$ cat src/hw/rtl/efc_pkg.sv
package efc_pkg;

  // Width of the stored previous readings
  localparam int unsigned TEMP_BITS = 16;

  localparam int unsigned TEMP_W   = 15;
  localparam int unsigned CODE_W   = 8;
  localparam int unsigned THR_W    = 14;
  localparam int unsigned CALC_W   = ((TEMP_BITS > TEMP_W) ? TEMP_BITS : TEMP_W) + 3;
  localparam int unsigned CODE_X_W = CODE_W + 2;

  localparam int unsigned APB_DW   = 32;
  localparam int unsigned REG_N    = 8;
  localparam int unsigned REG_IW   = $clog2(REG_N);
  localparam int unsigned APB_AW   = REG_IW + 2;

  typedef logic signed [TEMP_W-1:0]    temp_t;
  typedef logic signed [TEMP_BITS-1:0] prev_temp_t;
  typedef logic [CODE_W-1:0]           code_t;
  typedef logic [THR_W-1:0]            thr_t;

  typedef enum logic [REG_IW-1:0] {
    RegSetpoint   = 3'd0,
    RegFanOnCode  = 3'd1,
    RegFanMaxCode = 3'd2,
    RegSensorFloor = 3'd3,
    RegTrendStep  = 3'd4,
    RegOverMargin = 3'd5,
    RegSpreadHigh = 3'd6,
    RegSpreadLow  = 3'd7
  } reg_idx_e;

  typedef struct packed {
    temp_t setpoint;
    code_t fan_on_code;
    code_t fan_max_code;
    temp_t sensor_floor;
    thr_t  trend_step;
    thr_t  over_margin;
    thr_t  spread_high;
    thr_t  spread_low;
  } efc_cfg_t;

  localparam temp_t RST_SETPOINT     = 15'sd2100;
  localparam code_t RST_FAN_ON_CODE  = 8'd253;
  localparam code_t RST_FAN_MAX_CODE = 8'd254;
  localparam temp_t RST_SENSOR_FLOOR = -15'sd9500;
  localparam thr_t  RST_TREND_STEP   = 14'd20;
  localparam thr_t  RST_OVER_MARGIN  = 14'd300;
  localparam thr_t  RST_SPREAD_HIGH  = 14'd500;
  localparam thr_t  RST_SPREAD_LOW   = 14'd300;

endpackage

$ cat src/hw/rtl/efc_in_if.sv
interface efc_in_if;
  import efc_pkg::*;

  logic  valid;
  logic  ready;
  temp_t top_temp;
  temp_t bottom_temp;

  modport source (output valid, output top_temp, output bottom_temp, input ready);
  modport sink (input valid, input top_temp, input bottom_temp, output ready);
endinterface

$ cat src/hw/rtl/efc_out_if.sv
interface efc_out_if;
  import efc_pkg::*;

  logic  valid;
  logic  ready;
  code_t inlet_code;
  code_t outlet_code;
  logic  inlet_changed;
  logic  outlet_changed;
  logic  sensor_error;

  modport source (output valid, output inlet_code, output outlet_code, output inlet_changed,
                  output outlet_changed, output sensor_error, input ready);
  modport sink (input valid, input inlet_code, input outlet_code, input inlet_changed,
                input outlet_changed, input sensor_error, output ready);
endinterface

$ cat src/hw/rtl/efc_core.sv
module efc_core (
  input  logic              clk_i,
  input  logic              rst_ni,
  input  efc_pkg::efc_cfg_t cfg_i,
  efc_in_if.sink            in_i,
  efc_out_if.source         out_o
);
  import efc_pkg::*;

  typedef logic signed [CALC_W-1:0] calc_t;
  typedef logic [CODE_X_W-1:0]      code_x_t;

  logic       s1_valid_q;
  temp_t      s1_top_q, s1_bot_q;
  prev_temp_t prev_top_q, prev_bot_q;
  code_t      prev_inlet_q, prev_outlet_q;

  logic  out_valid_q;
  code_t out_inlet_q, out_outlet_q;
  logic  out_inlet_chg_q, out_outlet_chg_q, out_err_q;

  logic adv;

  calc_t top_x, bot_x, floor_x, setp_x, ptop_x, pbot_x;
  calc_t trend_x, over_x, shigh_x, slow_x;
  calc_t excess, delta, spread, growth;
  code_x_t on_x, max_x, prev_in_x, prev_out_x, inl, outl;
  logic  err;
  code_t inlet_new, outlet_new;

  assign adv        = s1_valid_q && (!out_valid_q || out_o.ready);
  assign in_i.ready = !s1_valid_q || adv;

  always_comb begin
    top_x   = CALC_W'(s1_top_q);
    bot_x   = CALC_W'(s1_bot_q);
    floor_x = CALC_W'(cfg_i.sensor_floor);
    setp_x  = CALC_W'(cfg_i.setpoint);
    ptop_x  = CALC_W'(prev_top_q);
    pbot_x  = CALC_W'(prev_bot_q);
    trend_x = CALC_W'(cfg_i.trend_step);
    over_x  = CALC_W'(cfg_i.over_margin);
    shigh_x = CALC_W'(cfg_i.spread_high);
    slow_x  = CALC_W'(cfg_i.spread_low);

    on_x       = CODE_X_W'(cfg_i.fan_on_code);
    max_x      = CODE_X_W'(cfg_i.fan_max_code);
    prev_in_x  = CODE_X_W'(prev_inlet_q);
    prev_out_x = CODE_X_W'(prev_outlet_q);

    err    = (bot_x < floor_x) || (top_x < floor_x);
    excess = top_x - setp_x;
    delta  = top_x - ptop_x;
    spread = top_x - bot_x;
    growth = spread - (ptop_x - pbot_x);

    if (excess <= calc_t'(0)) begin
      inl  = '0;
      outl = '0;
    end else begin
      inl  = (prev_inlet_q == '0) ? on_x : prev_in_x;
      outl = (prev_outlet_q == '0) ? on_x : prev_out_x;

      if (excess > over_x) outl = outl + CODE_X_W'(1);

      if (delta > trend_x) begin
        outl = outl + CODE_X_W'(1);
      end else if (delta < -trend_x) begin
        if (outl > on_x) outl = outl - CODE_X_W'(1);
      end

      // prev code, not the restarted one, gates both inlet moves
      if (spread > shigh_x) begin
        if (prev_in_x >= on_x && growth > trend_x) inl = inl + CODE_X_W'(1);
      end else if (spread < slow_x) begin
        if (prev_in_x > on_x) inl = inl - CODE_X_W'(1);
      end
    end

    if (inl > max_x) inl = max_x;
    if (outl > max_x) outl = max_x;

    inlet_new  = CODE_W'(inl);
    outlet_new = CODE_W'(outl);
  end

  always_ff @(posedge clk_i or negedge rst_ni) begin
    if (!rst_ni) begin
      s1_valid_q <= 1'b0;
    end else if (in_i.ready) begin
      s1_valid_q <= in_i.valid;
    end
  end

  always_ff @(posedge clk_i) begin
    if (in_i.valid && in_i.ready) begin
      s1_top_q <= in_i.top_temp;
      s1_bot_q <= in_i.bottom_temp;
    end
  end

  // Update controller state only on a good beat
  always_ff @(posedge clk_i or negedge rst_ni) begin
    if (!rst_ni) begin
      prev_top_q    <= '0;
      prev_bot_q    <= '0;
      prev_inlet_q  <= '0;
      prev_outlet_q <= '0;
    end else if (adv && !err) begin
      prev_top_q    <= TEMP_BITS'(s1_top_q);
      prev_bot_q    <= TEMP_BITS'(s1_bot_q);
      prev_inlet_q  <= inlet_new;
      prev_outlet_q <= outlet_new;
    end
  end

  always_ff @(posedge clk_i or negedge rst_ni) begin
    if (!rst_ni) begin
      out_valid_q <= 1'b0;
    end else if (adv) begin
      out_valid_q <= 1'b1;
    end else if (out_o.ready) begin
      out_valid_q <= 1'b0;
    end
  end

  always_ff @(posedge clk_i) begin
    if (adv) begin
      out_err_q <= err;
      if (err) begin
        out_inlet_q      <= prev_inlet_q;
        out_outlet_q     <= prev_outlet_q;
        out_inlet_chg_q  <= 1'b0;
        out_outlet_chg_q <= 1'b0;
      end else begin
        out_inlet_q      <= inlet_new;
        out_outlet_q     <= outlet_new;
        out_inlet_chg_q  <= (inlet_new != prev_inlet_q);
        out_outlet_chg_q <= (outlet_new != prev_outlet_q);
      end
    end
  end

  assign out_o.valid          = out_valid_q;
  assign out_o.inlet_code     = out_inlet_q;
  assign out_o.outlet_code    = out_outlet_q;
  assign out_o.inlet_changed  = out_inlet_chg_q;
  assign out_o.outlet_changed = out_outlet_chg_q;
  assign out_o.sensor_error   = out_err_q;

endmodule

$ cat src/hw/rtl/enclosure_fan_controller_unit.sv
// Enclosure fan controller: each input beat carries a top and bottom temperature in
// hundredths of a degree and yields one result beat with the new inlet and outlet fan
// codes, per-fan change flags and a sensor error flag. A new beat is taken every clock
// unless a stalled receiver holds a result; a beat passes the input register, then the
// result register, where the stored readings and fan codes are updated. The user writes
// settings over the APB port at byte address 4*index only while no beat is in flight,
// not enforced by the block; a sensor error returns stored codes, all state untouched.
module enclosure_fan_controller_unit (
  input  logic                        clk_i,
  input  logic                        rst_ni,
  efc_in_if.sink                      in_i,
  efc_out_if.source                   out_o,
  input  logic                        psel,
  input  logic                        penable,
  input  logic                        pwrite,
  input  logic [efc_pkg::APB_AW-1:0]  paddr,
  input  logic [efc_pkg::APB_DW-1:0]  pwdata,
  output logic [efc_pkg::APB_DW-1:0]  prdata,
  output logic                        pready
);
  import efc_pkg::*;

  efc_cfg_t cfg_q;
  reg_idx_e reg_idx;
  logic     wr_en;

  assign pready  = 1'b1;
  assign reg_idx = reg_idx_e'(paddr[APB_AW-1:2]);
  assign wr_en   = psel && penable && pwrite;

  always_ff @(posedge clk_i or negedge rst_ni) begin
    if (!rst_ni) begin
      cfg_q.setpoint     <= RST_SETPOINT;
      cfg_q.fan_on_code  <= RST_FAN_ON_CODE;
      cfg_q.fan_max_code <= RST_FAN_MAX_CODE;
      cfg_q.sensor_floor <= RST_SENSOR_FLOOR;
      cfg_q.trend_step   <= RST_TREND_STEP;
      cfg_q.over_margin  <= RST_OVER_MARGIN;
      cfg_q.spread_high  <= RST_SPREAD_HIGH;
      cfg_q.spread_low   <= RST_SPREAD_LOW;
    end else if (wr_en) begin
      unique case (reg_idx)
        RegSetpoint:    cfg_q.setpoint     <= temp_t'(pwdata[TEMP_W-1:0]);
        RegFanOnCode:   cfg_q.fan_on_code  <= pwdata[CODE_W-1:0];
        RegFanMaxCode:  cfg_q.fan_max_code <= pwdata[CODE_W-1:0];
        RegSensorFloor: cfg_q.sensor_floor <= temp_t'(pwdata[TEMP_W-1:0]);
        RegTrendStep:   cfg_q.trend_step   <= pwdata[THR_W-1:0];
        RegOverMargin:  cfg_q.over_margin  <= pwdata[THR_W-1:0];
        RegSpreadHigh:  cfg_q.spread_high  <= pwdata[THR_W-1:0];
        RegSpreadLow:   cfg_q.spread_low   <= pwdata[THR_W-1:0];
        default: ;
      endcase
    end
  end

  always_comb begin
    unique case (reg_idx)
      RegSetpoint:    prdata = APB_DW'(unsigned'(cfg_q.setpoint));
      RegFanOnCode:   prdata = APB_DW'(cfg_q.fan_on_code);
      RegFanMaxCode:  prdata = APB_DW'(cfg_q.fan_max_code);
      RegSensorFloor: prdata = APB_DW'(unsigned'(cfg_q.sensor_floor));
      RegTrendStep:   prdata = APB_DW'(cfg_q.trend_step);
      RegOverMargin:  prdata = APB_DW'(cfg_q.over_margin);
      RegSpreadHigh:  prdata = APB_DW'(cfg_q.spread_high);
      RegSpreadLow:   prdata = APB_DW'(cfg_q.spread_low);
      default:        prdata = '0;
    endcase
  end

  efc_core u_core (
    .clk_i  (clk_i),
    .rst_ni (rst_ni),
    .cfg_i  (cfg_q),
    .in_i   (in_i),
    .out_o  (out_o)
  );

endmodule

$ cat src/flat_wrapper.sv
// flat-port wrapper written by rule: the top's interface ports become plain ports
module enclosure_fan_controller_unit_flat import efc_pkg::*;
  (clk_i, rst_ni, psel, penable, pwrite, paddr, pwdata, prdata, pready, in_i_valid, in_i_top_temp, in_i_bottom_temp, in_i_ready, out_o_valid, out_o_inlet_code, out_o_outlet_code, out_o_inlet_changed, out_o_outlet_changed, out_o_sensor_error, out_o_ready);
  efc_in_if in_i_i ();
  efc_out_if out_o_i ();
  input  logic clk_i;
  input  logic rst_ni;
  input  logic psel;
  input  logic penable;
  input  logic pwrite;
  input  logic [efc_pkg::APB_AW-1:0] paddr;
  input  logic [efc_pkg::APB_DW-1:0] pwdata;
  output logic [efc_pkg::APB_DW-1:0] prdata;
  output logic pready;
  input wire logic [$bits(in_i_i.valid)-1:0] in_i_valid;
  input wire logic [$bits(in_i_i.top_temp)-1:0] in_i_top_temp;
  input wire logic [$bits(in_i_i.bottom_temp)-1:0] in_i_bottom_temp;
  output wire logic [$bits(in_i_i.ready)-1:0] in_i_ready;
  output wire logic [$bits(out_o_i.valid)-1:0] out_o_valid;
  output wire logic [$bits(out_o_i.inlet_code)-1:0] out_o_inlet_code;
  output wire logic [$bits(out_o_i.outlet_code)-1:0] out_o_outlet_code;
  output wire logic [$bits(out_o_i.inlet_changed)-1:0] out_o_inlet_changed;
  output wire logic [$bits(out_o_i.outlet_changed)-1:0] out_o_outlet_changed;
  output wire logic [$bits(out_o_i.sensor_error)-1:0] out_o_sensor_error;
  input wire logic [$bits(out_o_i.ready)-1:0] out_o_ready;
  assign in_i_i.valid = in_i_valid;
  assign in_i_i.top_temp = in_i_top_temp;
  assign in_i_i.bottom_temp = in_i_bottom_temp;
  assign in_i_ready = in_i_i.ready;
  assign out_o_valid = out_o_i.valid;
  assign out_o_inlet_code = out_o_i.inlet_code;
  assign out_o_outlet_code = out_o_i.outlet_code;
  assign out_o_inlet_changed = out_o_i.inlet_changed;
  assign out_o_outlet_changed = out_o_i.outlet_changed;
  assign out_o_sensor_error = out_o_i.sensor_error;
  assign out_o_i.ready = out_o_ready;
  enclosure_fan_controller_unit u_core (.clk_i(clk_i), .rst_ni(rst_ni), .in_i(in_i_i), .out_o(out_o_i), .psel(psel), .penable(penable), .pwrite(pwrite), .paddr(paddr), .pwdata(pwdata), .prdata(prdata), .pready(pready));
endmodule
$ cat config.mk
export PLATFORM = sky130hd
export DESIGN_NAME = enclosure_fan_controller_unit_flat
export DESIGN_NICKNAME = d
export VERILOG_FILES = /design/src/hw/rtl/efc_pkg.sv /design/src/hw/rtl/efc_in_if.sv /design/src/hw/rtl/efc_out_if.sv /design/src/hw/rtl/efc_core.sv /design/src/hw/rtl/enclosure_fan_controller_unit.sv /design/src/flat_wrapper.sv
export SDC_FILE = /design/constraint.sdc
export NUM_CORES = 1
export LEC_CHECK = 0
export BUFFER_PORTS_ARGS = -buffer_cell sky130_fd_sc_hd__buf_2
export CORE_ASPECT_RATIO = 0.9
export CORE_MARGIN = 5
export CORE_UTILIZATION = 28
export CTS_CLUSTER_SIZE = 14
export DETAILED_ROUTE_END_ITERATION = 6
export MAX_ROUTING_LAYER = met4
export PLACE_DENSITY = 0.43
export SLEW_MARGIN = 40
export SYNTH_ARGS = -nofsm -noshare
export SYNTH_HDL_FRONTEND = slang
export SYNTH_HIERARCHICAL = 1
export SYNTH_SLANG_ARGS = --single-unit
$ cat constraint.sdc
create_clock -name clk_i -period 22.2 [get_ports clk_i]
set_input_delay 3.33 -clock clk_i [delete_from_list [all_inputs] [get_ports clk_i]]
set_output_delay 3.33 -clock clk_i [all_outputs]
set_load 0.005 [all_outputs]
==> impl_metrics.tcl, run 1 <==
set metrics [dict create \
    status "finished, final reports clean" \
    final_common_cell "ha_1" \
    hpwlAfterDp_um 47000 \
    grt_pass1_wl_um 88500 \
    yosys.area_share.simple_pct 12.9 \
    final.period_utilization_pct 44.6 \
    drt_iter0_drc 899 \
    crit_arrival_ns 10.16 \
    worstMarginPinSlew_ns 0.818 \
    core_area_um2 63800 \
    num_vias 14000 \
    ios 128 \
    crit_fanout 8 \
    p_leak_uw 0.00882 \
    synth_compound_area_share_pct 16.6 \
    die_area_um2 69100 \
    pre_cts_ws_ns 12.44 \
    htree_levels 4 \
    async_flop_share_pct 75.4 \
    avgSynthCellArea_um2 9.73 \
    floorplan.rows 88 \
    yosysUniqueCellTypes 105 \
    cp-start-kind "flip-flop" \
    grt.total_usage_pct 17.2 \
    ys_seq_elements 199 \
    vias_per_cell 5.05 \
    clock_skew_ns 0.0153 \
    fin_ws_ns 12.30 \
    antenna_found_initial 1 \
    worst-setup-path-type "reg2reg" \
    gp_congestion 0.878 \
    slowest_delay_ns 0.64 \
    synth_top_family_by_area "adder cells" \
    comb_power_share_pct 69.2 \
    max_freq_mhz 101 \
    cts_tree "yes" \
    worst_setup_path_end_kind "flip-flop" \
    synthMuxAreaShare_pct 13.1 \
    grt_pass1_vias 14300 \
    drive_above_1_share_pct 20.2 \
    synth_adder_area_share_pct 17.2 \
    die_w_um 276 \
    final_nets 2220 \
    period_needed_ns 9.90 \
    syn-cell-area_um2 17900 \
    ctsHoldBuffers 0 \
    overflow 0 \
    grt_start_max_net_pins 77 \
    cts_sinks 199 \
    fillers 6627 \
    rsz0062_at_grt "false" \
    path_common_cell "o21a_1" \
    synthFlopType "dfrtp_1" \
    p_sw_share_pct 49.2 \
    switchingPower_uw 1520 \
    tns_ns 0 \
    clkSlewWorstSetupHoldPaths_ns 0.08 \
    synth-xor-area-share_pct 4.36 \
    die_h_um 250 \
    seq_area_um2 5280 \
    multi_input_area_um2 11600 \
    power_density_nw_per_um2 156 \
    ir_worst_vdd_v 0.0000738 \
    insertion_delay_ns 0.50 \
    maxCapViolCount 0 \
    post-cts-setup-buffers 0 \
    start_util_pct 28.1 \
    slew_viol_final 0 \
    clockPowerShare_pct 10.9 \
    routed_wl_um 58100 \
    synthCells 1839 \
    wl_per_cell_um 20.9 \
    root_buffer "clkbuf_16" \
    seqPwrFrac_pct 19.9 \
    synth_edf_count 49 \
    synth_seq_area_share_pct 29.5 \
    crit_slowest_cell "edfxtp_1" \
    hold_viol_final 0 \
    cts_buffer_depth 2 \
    ant_nets 0 \
    crit_required_ns 22.46 \
    hp-class "reg2reg" \
    mostFrequentLayoutCells "215 x ha_1, 208 x inv_1, 151 x mux2_2" \
    slew_headroom_pct 44.8 \
    cts_resized 0 \
    dr.pass1.iters 5 \
    area_growth_pct 11.2 \
    io_buffers 90 \
    setup_violations 0 \
    drcViolationCount 0 \
    cts_buffers 17 \
    ys_warn_count 6 \
    p_int_uw 1580 \
]
-- cells in the mapped netlist (31+ instances only) --
master / number / share of area [%]
a21o_1: 34 / 1.4
o21ai_0: 58 / 1.6
inv_1: 208 / 4.4
nor2_1: 99 / 2.1
xnor2_1: 64 / 3.1
dfstp_2: 42 / 6.2
o21a_1: 31 / 1.3
ha_1: 215 / 15
a21oi_1: 85 / 2.4
edfxtp_1: 49 / 8.2
mux2i_1: 43 / 2.4
mux2_2: 151 / 9.5
dfrtp_1: 108 / 15
nand2_1: 72 / 1.5
-- metal layers --
| layer | up-vias | part of all wire, % | global-route usage, % |
|---|---|---|---|
| met5 | - | 0 | - |
| met4 | 0 | 2.2 | 4.75 |
| met3 | 46 | 2.5 | 2.37 |
| met2 | 221 | 44 | 26.0 |
| met1 | 6919 | 51 | 24.1 |
| li1 | 6858 | - | - |
-- metrics by stage --
step | cells | util [%] | total power [uW] | hold slack (ns) | cell area, um^2
2_1_floorplan | 1855 | - | 2170 | 0.449 | 18000
3_3_place_gp | 2748 | 30.2 | 2730 | 0.460 | 19200
3_5_place_dp | 2748 | 30.2 | 2760 | 0.476 | 19200
4_1_cts | 2780 | 31.2 | 3110 | 0.489 | 19900
5_1_grt | 2781 | 31.2 | 3400 | 0.522 | 19900
6_report | 2781 | 31.2 | 3100 | 0.480 | 19900
-- path summary, 6_finish.rpt --
check | start | endpoint | slack, ns | cells past startpoint
max | u_core/u_core/s1_top_q[6] | u_core/u_core/out_o.outlet_code[7] | 12.30 | 38
max reg2reg | u_core/u_core/s1_top_q[6] | u_core/u_core/out_o.outlet_code[7] | 12.30 | 38
max in group asynchronous | rst_ni | u_core/u_core/prev_top_q[0] | 18.14 | 2
min | u_core/u_core/s1_valid_q | u_core/u_core/out_o.valid | 0.48 | 1
min in group asynchronous | rst_ni | u_core/u_core/prev_outlet_q[5] | 2.79 | 1
min reg2reg | u_core/u_core/s1_valid_q | u_core/u_core/out_o.valid | 0.48 | 1
-- registers in the layout, indices dropped and copies added, names as in the netlist, 8 cells and up --
name                             cells
u_core/u_core/s1_bot_q              15
u_core/u_core/prev_top_q            15
u_core/cfg_q                       102
u_core/u_core/prev_inlet_q           8
u_core/u_core/out_o.outlet_code      8
u_core/u_core/s1_top_q              15
u_core/u_core/prev_bot_q            15
u_core/u_core/out_o.inlet_code       8
u_core/u_core/prev_outlet_q          8
-- logic make-up (layout without fill, tap and decap cells) --
group	Yosys count	in the layout
compound gates	411	411
xor+xnor	89	89
fa+ha+maj	234	234
buf+inv	273	343
flops	199	199
mux	209	209
other cells	2	19
simple gates	422	422
-- critical path, delay by kind of cell, from the launching register on --
family / cells / cell delay, ns
AOI/OAI and AO/OA: 22 / 4.51
DFF: 1 / 0.64
muxes: 2 / 0.64
and+or+nand+nor: 10 / 2.36
adders and majority gates: 4 / 1.49
-- cell type report --
class | instances | share of cell area (%)
clock buffers | 21 | 2.48
well taps | 855 | 5.38
multi-input cells | 1383 | 58.2
inverters | 209 | 3.94
diodes | 1 | 0.0126
clock inverters | 11 | 0.679
flip-flops and latches | 199 | 26.5
repair buffers | 102 | 2.78
-- power by group through the flow --
| stage | logic, uW | clock network (uW) | registers, uW |
|---|---|---|---|
| 6_report | 2150 | 337 | 616 |
| 2_1_floorplan | 1610 | 0 | 557 |
| 4_1_cts | 2150 | 351 | 617 |
| 3_3_place_gp | 2110 | 0 | 621 |
| 5_1_grt | 2410 | 363 | 630 |
| 3_5_place_dp | 2130 | 0 | 624 |
(Power assumes the default switching activity.)
==> inputs of run 2 (changes only) <==
- clock period: 22.2 -> 9.31 ns (I/O delays scaled with it)
==> run 2 against run 1 <==
Die area stayed put. Combinational power rose to 2.6 times the previous value. Total power rose to 2.5 times the previous value. Critical endpoint is now u_core/u_core/out_o.outlet_code[3]. Worst hold slack better by 0.0023 ns. Utilization increased by 1.2 points. Critical path depth is 4 higher. Sequential power increased by 140%. Maximum frequency is 11% higher. Global-route usage up 0.45 points. Critical path type unchanged. Sequential share of layout area decreased by 0.95 points.
==> impl_metrics.tcl, run 2 (synthesized netlist as in run 1, its figures left out) <==
set metrics [dict create \
    status "finished, final reports clean" \
    die_h_um 250 \
    gp_congestion 0.896 \
    die_w_um 276 \
    start_util_pct 28.1 \
    ant_nets 0 \
    crit_fanout 6 \
    p_int_uw 4080 \
    path_buf_inv 4 \
    hold_viol_final 0 \
    antennaDiodeCount 0 \
    power_density_nw_per_um2 380 \
    num_vias 14600 \
    final.period_utilization_pct 95.9 \
    cp-start-kind "flip-flop" \
    grt.total_usage_pct 17.6 \
    vias_per_cell 5.08 \
    grt_pass1_wl_um 91100 \
    grt_start_max_net_pins 95 \
    design_area_um2 20600 \
    die_area_um2 69100 \
    cts_sinks 199 \
    mostFrequentLayoutCells "214 x ha_1, 207 x inv_1, 153 x mux2_2" \
    fillers 6668 \
    utilization_pct 32.4 \
    p_leak_uw 0.00926 \
    drcViolationCount 0 \
    top_register "u_core/cfg_q" \
    worstMarginPinSlew_ns 0.807 \
    drt_iter0_drc 889 \
    slew_viol_final 0 \
    worst-setup-path-type "reg2reg" \
    dr.pass1.iters 5 \
    critical-path-top-delay-family "compound AO/OA/AOI/OAI gates" \
    ir_worst_vdd_v 0.000196 \
    setup_violations 0 \
    clockPowerShare_pct 10.3 \
    grt.met1_usage_pct 25.0 \
    largest_register_ffs 102 \
    routed_wl_um 59700 \
    finalPower_uw 7850 \
    max_freq_mhz 112 \
    crit_required_ns 9.56 \
    hp-class "reg2reg" \
    htree_levels 4 \
    antenna_found_initial 4 \
    insertion_delay_ns 0.51 \
    crit_slowest_cell "or4b_2" \
    ios 128 \
    cts_buffers 17 \
    final_nets 2305 \
    slowest_delay_ns 0.63 \
    cts_tree "yes" \
    overflow 0 \
    hpwlAfterDp_um 48700 \
    dp_cells 2826 \
    wl_per_cell_um 20.8 \
    switchingPower_uw 3770 \
    area_growth_pct 15.3 \
    io_buffers 90 \
    final_cells 2865 \
    drive_above_1_share_pct 24.5 \
    placed_area_um2 19800 \
    met3_usage_pct 2.37 \
    groute.layer.met2.usage_pct 27.1 \
    top_usage_layer "met2" \
    crit_arrival_ns 9.18 \
    comb_power_share_pct 71.1 \
    grt_pass1_vias 14800 \
    cts_buffer_depth 2 \
    final_common_cell "ha_1" \
    core_area_um2 63800 \
    p_sw_share_pct 48.1 \
    floorplan.rows 88 \
    period_needed_ns 8.93 \
    clock_skew_ns 0.0243 \
    clkSlewWorstSetupHoldPaths_ns 0.08 \
    root_buffer "clkbuf_16" \
    tns_ns 0 \
    path_common_cell "o21a_1" \
    worst_setup_path_end_kind "flip-flop" \
    maxCapViolCount 0 \
    seqPwrFrac_pct 18.6 \
    slew_headroom_pct 46.2 \
]
-- run 2: area by class of cell --
cell class	count	area [um^2]	share of cell area, %
sequential	199	5280	25.6
inverter	209	785	3.80
clock buffer	18	439	2.13
multi-input combinational	1383	11700	56.5
tap	855	1070	5.18
clock inverter	14	189	0.916
timing repair buffer	187	1210	5.88
-- run 2: what timing repair did --
item                       4_1_cts  5_1_grt
hold endpoints to repair         0        0
setup endpoints to repair        0       30
hold buffers                     0        0
gates resized for setup          0       25
buffers inserted                 0        6
-- run 2: worst paths after layout --
path | start | endpoint | cells after the start | slack (ns)
worst max-delay path | u_core/cfg_q[91] | u_core/u_core/out_o.outlet_code[3] | 42 | 0.38
worst min-delay path | u_core/u_core/s1_valid_q | u_core/u_core/out_o.valid | 1 | 0.48
worst max register to register | u_core/cfg_q[91] | u_core/u_core/out_o.outlet_code[3] | 42 | 0.38
worst min register to register | u_core/u_core/s1_valid_q | u_core/u_core/out_o.valid | 1 | 0.48
max in group asynchronous | rst_ni | u_core/u_core/prev_top_q[0] | 3 | 7.29
min in group asynchronous | rst_ni | u_core/u_core/prev_outlet_q[5] | 1 | 0.76
-- run 2: layer usage --
metal | vias to the layer above | part of all wire [%]
li1 | 7032 | -
met1 | 7221 | 50
met2 | 274 | 45
met3 | 34 | 3.7
met4 | 0 | 1.2
met5 | - | 0
-- run 2: per-stage QoR --
stage / worst slack (ns) / hold WS (ns)
after floorplan: 0.963 / 0.449
after global placement: 0.172 / 0.461
after detailed placement: 0.0938 / 0.473
after CTS: 0.0356 / 0.489
after global routing: -0.00313 / 0.513
final: 0.384 / 0.482
-- run 2: power groups by stage --
stage          logic [uW]  registers (uW)  clock network (uW)
3_5_place_dp         5450            1480                   0
2_1_floorplan        3840            1330                   0
5_1_grt              6240            1490                 868
6_report             5580            1460                 809
3_3_place_gp         5370            1470                   0
4_1_cts              5480            1460                 842
==> inputs of run 3 (changes only) <==
- clock period: 9.31 -> 11.4 ns (I/O delays scaled with it)
==> run 3 against run 2 <==
Count of clock-buffer cells in the layout is 3 higher. Clock power is 20% lower. Via count is 3.5% lower. Final area is 3.8% lower. Routed wire length is 2.9% lower. Setup slack better by 0.97 ns. Die area stayed put. Global-route usage is 0.50 points lower. Combinational power is 25% lower. Total power is 23% lower. Flip-flop and latch count stayed put. Critical path depth is 2 lower. Largest cell class unchanged.
==> impl_metrics.tcl, run 3 (synthesized netlist as in run 1, its figures left out) <==
set metrics [dict create \
    seqPwrFrac_pct 19.9 \
    die_area_um2 69100 \
    antennaDiodeCount 0 \
    dr.pass1.iters 5 \
    cts_resized 0 \
    drcViolationCount 0 \
    slew_headroom_pct 46.4 \
    crit_fanout 8 \
    core_area_um2 63800 \
    p_int_uw 3050 \
    critical-path-top-delay-family "compound AO/OA/AOI/OAI gates" \
    path_buf_inv 3 \
    ios 128 \
    clkSlewWorstSetupHoldPaths_ns 0.08 \
    crit_required_ns 11.65 \
    crit_arrival_ns 10.30 \
    cts_sinks 199 \
    crit_slowest_cell "xnor2_1" \
    overflow 0 \
    grt_pass1_wl_um 88700 \
    vias_per_cell 5.06 \
    die_h_um 250 \
    num_vias 14100 \
    slew_viol_final 0 \
    comb_power_share_pct 69.4 \
    cts_buffer_depth 2 \
    largest_register_ffs 102 \
    status "finished, final reports clean" \
    rsz0062_at_grt "false" \
    path_depth 40 \
    post-cts-setup-buffers 0 \
    htree_levels 4 \
    drive_above_1_share_pct 19.9 \
    top_register "u_core/cfg_q" \
    power_density_nw_per_um2 304 \
    rrSetupSlack_ns 1.35 \
    crit_end "u_core/u_core/out_o.outlet_code[3]" \
    worst-setup-path-type "reg2reg" \
    io_buffers 90 \
    cts_tree "yes" \
    antenna_found_initial 0 \
    reg2reg_to "u_core/u_core/out_o.outlet_code[3]" \
    clockPowerShare_pct 10.7 \
    path_common_cell "o21a_1" \
    hpwlAfterDp_um 46900 \
    p_leak_uw 0.00879 \
    clock_skew_ns 0.0267 \
    insertion_delay_ns 0.51 \
    p_sw_share_pct 49.5 \
    fillers 6638 \
    min-delay-start "u_core/u_core/s1_valid_q" \
    slowest_delay_ns 0.62 \
    startpoint "u_core/u_core/s1_top_q[0]" \
    tns_ns 0 \
    worstMarginPinSlew_ns 0.794 \
    reg2reg_depth 40 \
    final_nets 2217 \
    ir_worst_vdd_v 0.000153 \
    routed_wl_um 58000 \
    design_area_um2 19800 \
    cp-start-kind "flip-flop" \
    gp_congestion 0.883 \
    switchingPower_uw 2980 \
    wl_per_cell_um 20.9 \
    worst_setup_path_end_kind "flip-flop" \
    drt_iter0_drc 848 \
    grt_start_max_net_pins 80 \
    final.period_utilization_pct 88.1 \
    start_util_pct 28.1 \
    final_common_cell "ha_1" \
    period_needed_ns 10.05 \
    cts_buffers 17 \
    hp-class "reg2reg" \
    area_growth_pct 10.9 \
    ctsHoldBuffers 0 \
    placed_area_um2 19200 \
    grt.total_usage_pct 17.1 \
    max_freq_mhz 99.5 \
    grt_pass1_vias 14500 \
    hold_viol_final 0 \
    maxCapViolCount 0 \
    setup_violations 0 \
    mostFrequentLayoutCells "215 x ha_1, 208 x inv_1, 151 x mux2_2" \
    ant_nets 0 \
    floorplan.rows 88 \
    die_w_um 276 \
    root_buffer "clkbuf_16" \
    r2r-start "u_core/u_core/s1_top_q[0]" \
]
## run 3: changes by cell type in the layout (fill, tap and decap cells not counted), sizes merged
cell    previous run  this run
buf              187        98
bufinv             1         0
clkbuf            18        22
inv              217       215
## run 3: worst reg2reg max path: cells and delay by family, from the launching register on
| kind | cells | cell delay (ns) |
|---|---|---|
| xor gates and xnor gates | 2 | 0.72 |
| DFF | 1 | 0.49 |
| buffers and inverters | 3 | 0.49 |
| adders and majority gates | 5 | 1.61 |
| and+or+nand+nor | 8 | 1.76 |
| AOI/OAI and AO/OA | 20 | 4.10 |
| muxes | 2 | 0.64 |
## run 3: area by class of cell
type	instances	area, um^2	share of cell area, %
clock inverters	11	125	0.631
inverters	209	785	3.95
flip-flops and latches	199	5280	26.6
well taps	855	1070	5.39
repair buffers	99	534	2.69
clock buffers	21	483	2.43
multi-input cells	1383	11600	58.3
## run 3: stage by stage
stage | hold WS [ns] | worst slack (ns) | util, % | instances | power, uW
5_1_grt | 0.519 | 0.717 | 31.1 | 2777 | 6620
6_report | 0.485 | 1.35 | 31.1 | 2777 | 6030
3_5_place_dp | 0.478 | 1.50 | 30.2 | 2745 | 5370
3_3_place_gp | 0.459 | 1.54 | 30.1 | 2744 | 5300
4_1_cts | 0.489 | 1.47 | 31.1 | 2777 | 6060
2_1_floorplan | 0.449 | 3.05 | - | 1855 | 4220
## run 3: worst min-delay path by stage
stage | endpoint | slack (ns) | depth (start not counted)
after detailed placement | u_core/u_core/out_o.valid | 0.48 | 1
after floorplan | u_core/u_core/out_o.valid | 0.45 | 1
after global routing | u_core/u_core/prev_top_q[14] | 0.52 | 1
after global placement | u_core/u_core/out_o.valid | 0.46 | 1
final | u_core/u_core/out_o.valid | 0.48 | 1
after CTS | u_core/u_core/out_o.valid | 0.49 | 1
## run 3: metal layers
metal  GRT usage, %  share of wire [%]  up-vias
li1               -                  -     6856
met4           4.71                2.3        0
met1           23.9                 51     6907
met2           25.9                 44      243
met5              -                  0        -
met3           2.66                3.2       48
## run 3: power groups by stage
stage	Sequential (uW)	Clock, uW	Combinational (uW)
2_1_floorplan	1080	0	3130
3_3_place_gp	1210	0	4090
3_5_place_dp	1210	0	4160
4_1_cts	1200	678	4180
5_1_grt	1230	699	4690
6_report	1200	647	4180
